<file path="config.mk">
export PLATFORM = sky130hd
export DESIGN_NAME = window_minmax_level_normalizer_unit_flat
export DESIGN_NICKNAME = d
export VERILOG_FILES = /design/src/rtl/core/wmln_pkg.sv /design/src/rtl/core/wmln_in_if.sv /design/src/rtl/core/wmln_out_if.sv /design/src/rtl/core/wmln_cell.sv /design/src/rtl/core/wmln_div.sv /design/src/rtl/core/window_minmax_level_normalizer_unit.sv /design/src/flat_wrapper.sv
export SDC_FILE = /design/constraint.sdc
export NUM_CORES = 2
export LEC_CHECK = 0
export BUFFER_PORTS_ARGS = -buffer_cell sky130_fd_sc_hd__buf_2
export CORE_UTILIZATION = 63
export CTS_CLUSTER_SIZE = 10
export DETAILED_ROUTE_END_ITERATION = 6
export PLACE_DENSITY_LB_ADDON = 0.15
export SKIP_LAST_GASP = 1
export SLEW_MARGIN = 20
export SYNTH_ARGS = -nofsm -noshare
export SYNTH_HDL_FRONTEND = slang
export SYNTH_HIERARCHICAL = 1
export SYNTH_SLANG_ARGS = --single-unit
</file>
<file path="constraint.sdc">
create_clock -name clk -period 5.2 [get_ports clk]
set_input_delay 0.52 -clock clk [delete_from_list [all_inputs] [get_ports clk]]
set_output_delay 0.52 -clock clk [all_outputs]
set_load 0.005 [all_outputs]
</file>
<file path="src/rtl/core/wmln_pkg.sv">
// ----------------------------------------------------------------------------
// wmln_pkg
// Shared widths, constants and types of the window min/max level normalizer.
// ----------------------------------------------------------------------------
package wmln_pkg;

  localparam int WMLN_WINDOW = 32;

  localparam int SAMPLE_W = 8;
  localparam int LEVEL_W  = 7;
  localparam int COUNT_W  = 2;
  localparam int MASK_W   = 3;
  localparam int THR_W    = 7;
  localparam int NUM_W    = SAMPLE_W + LEVEL_W;
  localparam int STEP_W   = $clog2(LEVEL_W);

  localparam int PERCENT = 100;

  localparam int APB_ADDR_W = 4;
  localparam int APB_DATA_W = 32;

  localparam logic [1:0] REG_FIRST  = 2'd0;
  localparam logic [1:0] REG_SECOND = 2'd1;
  localparam logic [1:0] REG_THIRD  = 2'd2;

  localparam logic [THR_W-1:0] FIRST_RST  = THR_W'(25);
  localparam logic [THR_W-1:0] SECOND_RST = THR_W'(50);
  localparam logic [THR_W-1:0] THIRD_RST  = THR_W'(75);

  typedef struct packed {
    logic                valid;
    logic [SAMPLE_W-1:0] lo;
    logic [SAMPLE_W-1:0] hi;
  } tok_t;

endpackage

</file>
<file path="src/rtl/core/wmln_in_if.sv">
// ----------------------------------------------------------------------------
// wmln_in_if
// Sample request channel: valid/ready handshake with one level sample.
// ----------------------------------------------------------------------------
interface wmln_in_if;
  import wmln_pkg::*;

  logic                valid;
  logic                ready;
  logic [SAMPLE_W-1:0] sample;

  modport source (output valid, output sample, input ready);
  modport sink   (input valid, input sample, output ready);
endinterface

</file>
<file path="src/rtl/core/wmln_out_if.sv">
// ----------------------------------------------------------------------------
// wmln_out_if
// Result request channel: valid/ready handshake with level and led fields.
// ----------------------------------------------------------------------------
interface wmln_out_if;
  import wmln_pkg::*;

  logic               valid;
  logic               ready;
  logic [LEVEL_W-1:0] relative_level;
  logic [COUNT_W-1:0] led_count;
  logic [MASK_W-1:0]  led_mask;

  modport source (output valid, output relative_level, output led_count,
                  output led_mask, input ready);
  modport sink   (input valid, input relative_level, input led_count,
                  input led_mask, output ready);
endinterface

</file>
<file path="src/rtl/core/wmln_cell.sv">
// ----------------------------------------------------------------------------
// wmln_cell
// One window cell: holds a sample, shifts it on, and folds it into the
// min/max token that passes through.
// ----------------------------------------------------------------------------
module wmln_cell (
  input  logic                          clk,
  input  logic                          rst,
  input  logic                          shift_en,
  input  logic [wmln_pkg::SAMPLE_W-1:0] shift_in,
  output logic [wmln_pkg::SAMPLE_W-1:0] value,
  input  wmln_pkg::tok_t                tok_in,
  output wmln_pkg::tok_t                tok_out
);
  import wmln_pkg::*;

  always_ff @(posedge clk) begin
    if (rst) begin
      value         <= '0;
      tok_out.valid <= 1'b0;
    end else begin
      if (shift_en) begin
        value <= shift_in;
      end
      tok_out.valid <= tok_in.valid;
    end
    tok_out.lo <= (value < tok_in.lo) ? value : tok_in.lo;
    tok_out.hi <= (value > tok_in.hi) ? value : tok_in.hi;
  end

endmodule

</file>
<file path="src/rtl/core/wmln_div.sv">
// ----------------------------------------------------------------------------
// wmln_div
// Restoring divider, one quotient bit per cycle, for quotients below 2^7.
// ----------------------------------------------------------------------------
module wmln_div (
  input  logic                          clk,
  input  logic                          rst,
  input  logic                          start,
  input  logic [wmln_pkg::NUM_W-1:0]    num,
  input  logic [wmln_pkg::SAMPLE_W-1:0] den,
  output logic                          done,
  output logic [wmln_pkg::LEVEL_W-1:0]  quot
);
  import wmln_pkg::*;

  logic                busy;
  logic [STEP_W-1:0]   step;
  logic [NUM_W-1:0]    rem;
  logic [SAMPLE_W-1:0] den_q;
  logic [NUM_W-1:0]    trial;

  assign trial = NUM_W'(den_q) << step;

  always_ff @(posedge clk) begin
    if (rst) begin
      busy <= 1'b0;
      done <= 1'b0;
    end else begin
      done <= 1'b0;
      if (start) begin
        busy <= 1'b1;
      end else if (busy && step == '0) begin
        busy <= 1'b0;
        done <= 1'b1;
      end
    end
    if (start) begin
      rem   <= num;
      den_q <= den;
      quot  <= '0;
      step  <= STEP_W'(LEVEL_W - 1);
    end else if (busy) begin
      if (rem >= trial) begin
        rem        <= rem - trial;
        quot[step] <= 1'b1;
      end
      step <= step - 1'b1;
    end
  end

endmodule

</file>
<file path="src/rtl/core/window_minmax_level_normalizer_unit.sv">
// ----------------------------------------------------------------------------
// window_minmax_level_normalizer_unit
// Keeps the last WINDOW level samples, finds their minimum and maximum and
// returns the new sample's position between them in percent, with led count.
//
// samples : sink channel, one 8-bit level sample per request
// levels  : source channel, relative_level, led_count and led_mask
// apb     : three 7-bit thresholds at byte addresses 0, 4 and 8
//
// A sample shifts into a chain of WINDOW cells; a min/max token then walks
// the chain, one cell per cycle, followed by a restoring divide of
// (sample - min) * 100 by (max - min). The accepted sample starts the scan;
// once the token leaves the last cell the divide starts, and its quotient
// goes through S_HOLD into the output register. One sample is in work at a
// time, so no new request is taken until the result has left S_HOLD:
// samples.ready is high only while the unit is idle, and it stays high while
// a finished result waits in the output register. When the receiver stalls,
// a second finished result waits inside until the output register frees up.
// Reset empties the pipeline, clears every cell to zero (those zeros count
// in min/max until overwritten) and loads thresholds 25, 50 and 75.
// ----------------------------------------------------------------------------
module window_minmax_level_normalizer_unit #(
  parameter int WINDOW = wmln_pkg::WMLN_WINDOW
) (
  input  logic                            clk,
  input  logic                            rst,
  wmln_in_if.sink                         samples,
  wmln_out_if.source                      levels,
  input  logic                            psel,
  input  logic                            penable,
  input  logic                            pwrite,
  input  logic [wmln_pkg::APB_ADDR_W-1:0] paddr,
  input  logic [wmln_pkg::APB_DATA_W-1:0] pwdata,
  output logic [wmln_pkg::APB_DATA_W-1:0] prdata,
  output logic                            pready
);
  import wmln_pkg::*;

  typedef enum logic [1:0] {S_IDLE, S_SCAN, S_DIV, S_HOLD} state_t;

  state_t              state;
  logic [THR_W-1:0]    first_threshold;
  logic [THR_W-1:0]    second_threshold;
  logic [THR_W-1:0]    third_threshold;
  logic [SAMPLE_W-1:0] sample_q;
  logic                scan_start;
  logic                div_start;
  logic                div_done;
  logic [LEVEL_W-1:0]  div_quot;
  logic [NUM_W-1:0]    num;
  logic [SAMPLE_W-1:0] den;
  logic                flat;
  logic [LEVEL_W-1:0]  level;
  logic [COUNT_W-1:0]  count_next;
  logic [MASK_W-1:0]   mask_next;
  logic [SAMPLE_W-1:0] diff;
  logic                accept;
  logic                out_free;
  logic [1:0]          reg_index;
  tok_t                head;

  logic [SAMPLE_W-1:0] val [WINDOW];
  tok_t                tok [WINDOW];

  // cell chain
  assign head = '{valid: scan_start, lo: '1, hi: '0};

  for (genvar i = 0; i < WINDOW; i++) begin : g_cell
    wmln_cell u_cell (
      .clk      (clk),
      .rst      (rst),
      .shift_en (accept),
      .shift_in ((i == 0) ? samples.sample : val[(i == 0) ? 0 : i - 1]),
      .value    (val[i]),
      .tok_in   ((i == 0) ? head : tok[(i == 0) ? 0 : i - 1]),
      .tok_out  (tok[i])
    );
  end

  wmln_div u_div (
    .clk   (clk),
    .rst   (rst),
    .start (div_start),
    .num   (num),
    .den   (den),
    .done  (div_done),
    .quot  (div_quot)
  );

  assign samples.ready = (state == S_IDLE);
  assign accept        = samples.valid && samples.ready;
  assign out_free      = !levels.valid || levels.ready;
  assign diff          = sample_q - tok[WINDOW-1].lo;

  // threshold chain
  always_comb begin
    if (level < first_threshold) begin
      count_next = COUNT_W'(0);
    end else if (level < second_threshold) begin
      count_next = COUNT_W'(1);
    end else if (level < third_threshold) begin
      count_next = COUNT_W'(2);
    end else begin
      count_next = COUNT_W'(3);
    end
    case (count_next)
      2'd0:    mask_next = 3'b000;
      2'd1:    mask_next = 3'b001;
      2'd2:    mask_next = 3'b011;
      default: mask_next = 3'b111;
    endcase
  end

  always_ff @(posedge clk) begin
    if (rst) begin
      state        <= S_IDLE;
      scan_start   <= 1'b0;
      div_start    <= 1'b0;
      levels.valid <= 1'b0;
    end else begin
      scan_start <= accept;
      div_start  <= 1'b0;
      if (levels.valid && levels.ready) begin
        levels.valid <= 1'b0;
      end
      unique case (state)
        S_IDLE: begin
          if (accept) begin
            state <= S_SCAN;
          end
        end
        S_SCAN: begin
          if (tok[WINDOW-1].valid) begin
            div_start <= 1'b1;
            state     <= S_DIV;
          end
        end
        S_DIV: begin
          if (div_done) begin
            state <= S_HOLD;
          end
        end
        S_HOLD: begin
          if (out_free) begin
            levels.valid <= 1'b1;
            state        <= S_IDLE;
          end
        end
        default: state <= S_IDLE;
      endcase
    end
    if (accept) begin
      sample_q <= samples.sample;
    end
    if (state == S_SCAN && tok[WINDOW-1].valid) begin
      num  <= NUM_W'(diff) * NUM_W'(PERCENT);
      den  <= tok[WINDOW-1].hi - tok[WINDOW-1].lo;
      flat <= (tok[WINDOW-1].hi == tok[WINDOW-1].lo);
    end
    if (state == S_DIV && div_done) begin
      level <= flat ? '0 : div_quot;
    end
    if (state == S_HOLD && out_free) begin
      levels.relative_level <= level;
      levels.led_count      <= count_next;
      levels.led_mask       <= mask_next;
    end
  end

  // configuration port
  assign pready    = 1'b1;
  assign reg_index = paddr[3:2];

  always_ff @(posedge clk) begin
    if (rst) begin
      first_threshold  <= FIRST_RST;
      second_threshold <= SECOND_RST;
      third_threshold  <= THIRD_RST;
    end else if (psel && penable && pwrite) begin
      unique case (reg_index)
        REG_FIRST:  first_threshold  <= pwdata[THR_W-1:0];
        REG_SECOND: second_threshold <= pwdata[THR_W-1:0];
        REG_THIRD:  third_threshold  <= pwdata[THR_W-1:0];
        default: ;
      endcase
    end
  end

  always_comb begin
    unique case (reg_index)
      REG_FIRST:  prdata = APB_DATA_W'(first_threshold);
      REG_SECOND: prdata = APB_DATA_W'(second_threshold);
      REG_THIRD:  prdata = APB_DATA_W'(third_threshold);
      default:    prdata = '0;
    endcase
  end

endmodule

</file>
<file path="src/flat_wrapper.sv">
// flat-port wrapper written by rule: the top's interface ports become plain ports
module window_minmax_level_normalizer_unit_flat import wmln_pkg::*;
#(
  parameter int WINDOW = wmln_pkg::WMLN_WINDOW
)
  (clk, rst, psel, penable, pwrite, paddr, pwdata, prdata, pready, samples_valid, samples_sample, samples_ready, levels_valid, levels_relative_level, levels_led_count, levels_led_mask, levels_ready);
  wmln_in_if samples_i ();
  wmln_out_if levels_i ();
  input  logic clk;
  input  logic rst;
  input  logic psel;
  input  logic penable;
  input  logic pwrite;
  input  logic [wmln_pkg::APB_ADDR_W-1:0] paddr;
  input  logic [wmln_pkg::APB_DATA_W-1:0] pwdata;
  output logic [wmln_pkg::APB_DATA_W-1:0] prdata;
  output logic pready;
  input wire logic [$bits(samples_i.valid)-1:0] samples_valid;
  input wire logic [$bits(samples_i.sample)-1:0] samples_sample;
  output wire logic [$bits(samples_i.ready)-1:0] samples_ready;
  output wire logic [$bits(levels_i.valid)-1:0] levels_valid;
  output wire logic [$bits(levels_i.relative_level)-1:0] levels_relative_level;
  output wire logic [$bits(levels_i.led_count)-1:0] levels_led_count;
  output wire logic [$bits(levels_i.led_mask)-1:0] levels_led_mask;
  input wire logic [$bits(levels_i.ready)-1:0] levels_ready;
  assign samples_i.valid = samples_valid;
  assign samples_i.sample = samples_sample;
  assign samples_ready = samples_i.ready;
  assign levels_valid = levels_i.valid;
  assign levels_relative_level = levels_i.relative_level;
  assign levels_led_count = levels_i.led_count;
  assign levels_led_mask = levels_i.led_mask;
  assign levels_i.ready = levels_ready;
  window_minmax_level_normalizer_unit #(.WINDOW(WINDOW)) u_core (.clk(clk), .rst(rst), .samples(samples_i), .levels(levels_i), .psel(psel), .penable(penable), .pwrite(pwrite), .paddr(paddr), .pwdata(pwdata), .prdata(prdata), .pready(pready));
endmodule
</file>
---- Word-level counts from Yosys, hierarchy flattened ----
Index checks and enable logic that the tools add are counted.
storage, ports and cells
  output and inout bits ................... 47
  flip-flop bits (word level) ............. 910
operators by class
  add/sub/neg operators ................... 4
  $mul .................................... 1
  reductions and logical operators ........ 26
  bitwise operators ....................... 2
  $lt $le $gt $ge ......................... 70
  equality and inequality tests ........... 12
  muxes and demuxes ....................... 84
  shift operators ......................... 1
operators with widths
  cell                  number
  $mux 8                62
  $gt 8x8->1            31
  $lt 8x8->1            31
  $mux 15               3
  $lt 7x7->1            3
  $pmux 7 s3            1
  $sub 8x8->8           2
  $ge 15x15->1          1
  $shl 8x3->15          1
  $sub 15x15->15        1
  $mul 8x5->13 const B  1
  $mux 2                6
  $reduce_and 2->1      5
  $logic_and 1x1->1     9
  $mux 1                9
  $pmux 3 s3            1
  $eq 2x2->1 const B    4
  $eq 8x8->1            1
  $gt 8x1->1 const B    1
  $lt 8x8->1 const B    1
  $pmux 2 s4            1
  $or 7x7->7            1
  $eq 2x1->1 const B    3
  $logic_not 2->1       3
  other kinds (13)      18

---- Logic depth before layout (Yosys ltp) ----
  word-level depth ........................ 6
  depth in mapped cells ................... 18
  depth with buffers taken out ............ 18

---- Modules after synthesis ----
The synthesis kept the hierarchy.
by module, submodules not included
  module                               cells each  instances  area an instance (µm²)
  wmln_cell                            110         32         1194.9
  window_minmax_level_normalizer_unit  454         1          4725.8
  wmln_div                             235         1          2296.0

---- Worst setup path before layout ----
OpenSTA, ideal clock, no wires.
  path kind ............................... register to register
  from .................................... register u_core.sample_q[0]
  to ...................................... register u_core.num[13], data pin
  clock period less this slack ............ 3.831 ns
  arrival time ............................ 3.566 ns
  setup time .............................. 0.266 ns
  stages on the path, launching flop included .. 19
  setup slack ............................. 1.369 ns
  path through ............................ edfxtp_1 -> inv_1 -> ha_1 -> inv_1 -> fa_1 -> a21o_1 -> a21oi_1 -> xnor2_1 -> ha_1 -> ha_1 -> inv_1 -> fa_1 -> inv_1 -> ha_1 -> nand3_1 -> o211ai_1 -> nor4_1 -> nor3_1 -> xor2_1
between the ends
  longest elaborated chain between the ends .. 2
ends and longest elaborated chain
  what                      line                                        RTL
  start: declaration        window_minmax_level_normalizer_unit.sv:45   logic [SAMPLE_W-1:0] sample_q;
  start signal: assignment  window_minmax_level_normalizer_unit.sv:153  sample_q <= samples.sample;
  $sub 8x8->8               window_minmax_level_normalizer_unit.sv:93   assign diff = sample_q - tok[WINDOW-1].lo;
  $mul 8x5->13              window_minmax_level_normalizer_unit.sv:156  num <= NUM_W'(diff) * NUM_W'(PERCENT);
  end signal: assignment    window_minmax_level_normalizer_unit.sv:156
  end: declaration          window_minmax_level_normalizer_unit.sv:50   logic [NUM_W-1:0] num;
No other way between the ends.
A chain may end at the register's enable or synchronous reset.

---- Worst setup path after layout ----
Ends and elaborated chain as after synthesis.

==> results.md <==
* Register area share after synthesis at 0.418
* Int Pwr at 17.8 mW
* Crit-path max cell delay at 530 ps
* Worst Skew at 17.3 ps
* Min-Delay Path Class: input port to flip-flop
* All-Layer GR Usage at 0.238
* Initial Util at 0.642
* Seq cells post-synth at 909
* DRC at 0
* CORE AREA at between 0.07 and 0.08 mm²
* Largest net degree at the start of global routing at 129
* CP Cell Sequence: inv_1 -> ha_1 -> inv_1 -> fa_1 -> a21o_1 -> a21oi_1 -> xnor2_1 -> ha_1 -> ha_1 -> inv_1 -> fa_1 -> inv_1 -> ha_1 -> nand3_1 -> o211ai_1 -> nor4_1 -> nor3_1 -> xor2_1
* CP required at 5570 ps
* Slew Limit Fails at 0
* Setup TNS at 0 ps
* Post-synth top area share at 0.371
* Syn_area_per_cell at 10.8 µm²
* Logic pwr share at 0.424
* Synth Instances at 4209
* Worst Tran Pin Value at 936 ps
* Min Clock Period, post-route at 4140 ps
* Num CTS Buffers at between 100 and 150
* FP Rows at 97
* Die height at 270 µm
* Most common cell in the netlist: dfxtp_1
* Fraction of registers with async set/reset at 0
* Vias in the first global route at 29400
* Ant. Diodes at 0
* Critical path arrival at 4520 ps
* Top cell family by delay on the critical path: adder cells
* Total power per unit cell area at 554 mW/mm²
* Drt pass-1 iters at 5
* Clock power frac at 0.230
* Final ANT Viol Nets at 0
* Post-synthesis cell type count at 66
* Max transition margin at 0.376
* Sink Count at a little over 900
* Ports at 98
* CTS Root Cell: clkbuf_16
* Post-Route WL at about 86000 µm
* Cell Area, Synth at 0.0453 mm²
* Post-CTS Setup Bufs at 0
* Reg clk slew, reported paths at 60 ps
* Max_cap viols at 0
* CTS tree: done
* GPL Wtd Cong at 0.823
* Share of cells above drive strength 1 at 0.183
* CTS H-tree lvls at 3
* Area growth syn-to-layout at 8.90%
* Nets at just under 5000
* Antenna violations before repair at 0
* CP Launch Type: flip-flop
* Net Sw Frac at 0.347
* NetSw at 9.49 mW
* Placed insts at roughly 5000
* Area leader, netlist: dfxtp_1
* Maximum VDD drop at 910 µV
* Slowest-stage cell, CP: fa_1
* Gr ovfl total at 0
* Crit path max fanout at 4
* Via Count at ~30000
* Endpoints failing hold at 0
* Cts repair resizes at 0
* EDFF count, synth at 71
* Area contributors post-synth: dfxtp_1 (37%), ha_1 (16%), mux2_2 (13%)
* Sequential fraction of design power at 0.346
* WP buf/inv at 4
* Full die area at 0.0729 mm²
* Lkg Pwr at ~21 nW
* Routed len/inst at between 15 and 20 µm
* Filler cells at 5289
* Vias per cell at between 5 and 6
* # setup viols final at 0
* Die span in x at 270 µm
* Synth warnings at 6
* PortBufs at 44
* Non-filler cells, final at 5286
* Post-DP HPWL at 60200 µm
* Critical path class: flip-flop to flip-flop
* Worst Setup End Kind: flip-flop
* Insertion delay to the later sink of the worst-skew pair at around 640 ps
* Period utilization at 0.797
* Drt initial violations at between 1000 and 1500
* Post-synth top cells: dfxtp_1 (838), ha_1 (561), inv_1 (543)
* Clk buf depth at 3
* R2r setup slk at 1060 ps
* Max Clk Rate at about 240 MHz
* Hold_ws at 109 ps
* Hold buffers post-CTS at 0
* Ys flop type: dfxtp_1
* RSZ-0062 raised after global routing: no
* Outcome: completed
* First-pass GRT wire length at 146000 µm
-- kinds of logic (layout without fill, tap and decap cells) --
family          count (synthesis)  count (layout)  share of synthesized area
flops                         909             909                      0.418
mux                           799             799                      0.191
simple gates                  719             719                     0.0744
buf+inv                       652             731                     0.0565
fa+ha+maj                     567             567                      0.158
compound gates                529             529                     0.0962
xor+xnor                       32              32                    0.00619
other cells                     2              60                   0.000166
-- path summary, 6_finish.rpt --
kind | from | to | cells after the start
min reg2reg | u_core/den[5] | u_core/u_div/den_q[5] | 0
min | samples_sample[5] | u_core/sample_q[5] | 1
max | u_core/sample_q[0] | u_core/num[13] | 18
max reg2reg | u_core/sample_q[0] | u_core/num[13] | 18
-- per-layer routing --
layer / global-route usage / share of wire / vias to the layer above
li1: - / - / 14800
met1: 0.333 / 0.50 / 13900
met2: 0.386 / 0.45 / 310
met3: 0.0325 / 0.028 / 117
met4: 0.0577 / 0.018 / 0
met5: 0 / 0 / -
-- power by group through the flow --
| stage | logic [mW] | registers, mW | clock network, mW |
|---|---|---|---|
| after global routing | 12.8 | 9.61 | 6.72 |
| after detailed placement | 11.5 | 9.57 | 0 |
| after global placement | 11.2 | 9.58 | 0 |
| after CTS | 11.6 | 9.45 | 6.43 |
| after floorplan | 9.33 | 9.24 | 0 |
| final | 11.6 | 9.45 | 6.28 |
-- state kept, by name, indices dropped and copies added, names as in the netlist, 8 cells and up --
register / count
u_core/num: 13
u_core/u_div/den_q: 8
u_core/u_div/rem: 15
u_core/den: 8
u_core/g_cell.u_cell/tok_out: 544
u_core/g_cell.u_cell/value: 256
u_core/sample_q: 8
-- area by class of cell --
cell class / count / area (µm²) / area share
Timing Repair Buffer: 53 / 348 / 0.00706
Clock inverter: 5 / 40.0 / 0.000812
Multi-Input combinational cell: 2706 / 24000 / 0.487
Inverter: 544 / 2040 / 0.0414
Tap cell: 940 / 1180 / 0.0239
Sequential cell: 909 / 18900 / 0.384
Clock buffer: 129 / 2760 / 0.0560
-- cell usage in the layout (no fill, tap or decap), types with 8 or more instances in the layout --
master	count
nand3_1	15
clkbuf_16	106
o211ai_1	35
a21oi_1	129
nand4_1	100
inv_1	543
a211oi_1	69
nor2b_1	86
mux2_2	518
a211o_1	42
o21ai_0	64
ha_1	561
nand2_1	80
xnor2_1	20
nor3_1	8
xor2_1	12
conb_1	60
o32ai_4	32
o21a_1	40
mux2i_1	281
edfxtp_1	71
o21ai_2	34
buf_2	43
a21oi_2	32
dfxtp_1	838
nor2_1	371
clkbuf_1	21
nand2b_1	38
-- per-stage QoR --
stage | cell area [µm²] | total power [mW] | worst slack, ps | utilization
after global placement | 46500 | 20.8 | 1090 | 0.659
final | 49300 | 27.3 | 1060 | 0.699
after detailed placement | 46500 | 21.0 | 1120 | 0.659
after CTS | 49300 | 27.5 | 1050 | 0.699
after global routing | 49300 | 29.1 | 739 | 0.699
after floorplan | 45500 | 18.6 | 1370 | -
No activity file was read; power rests on OpenSTA's default activity.
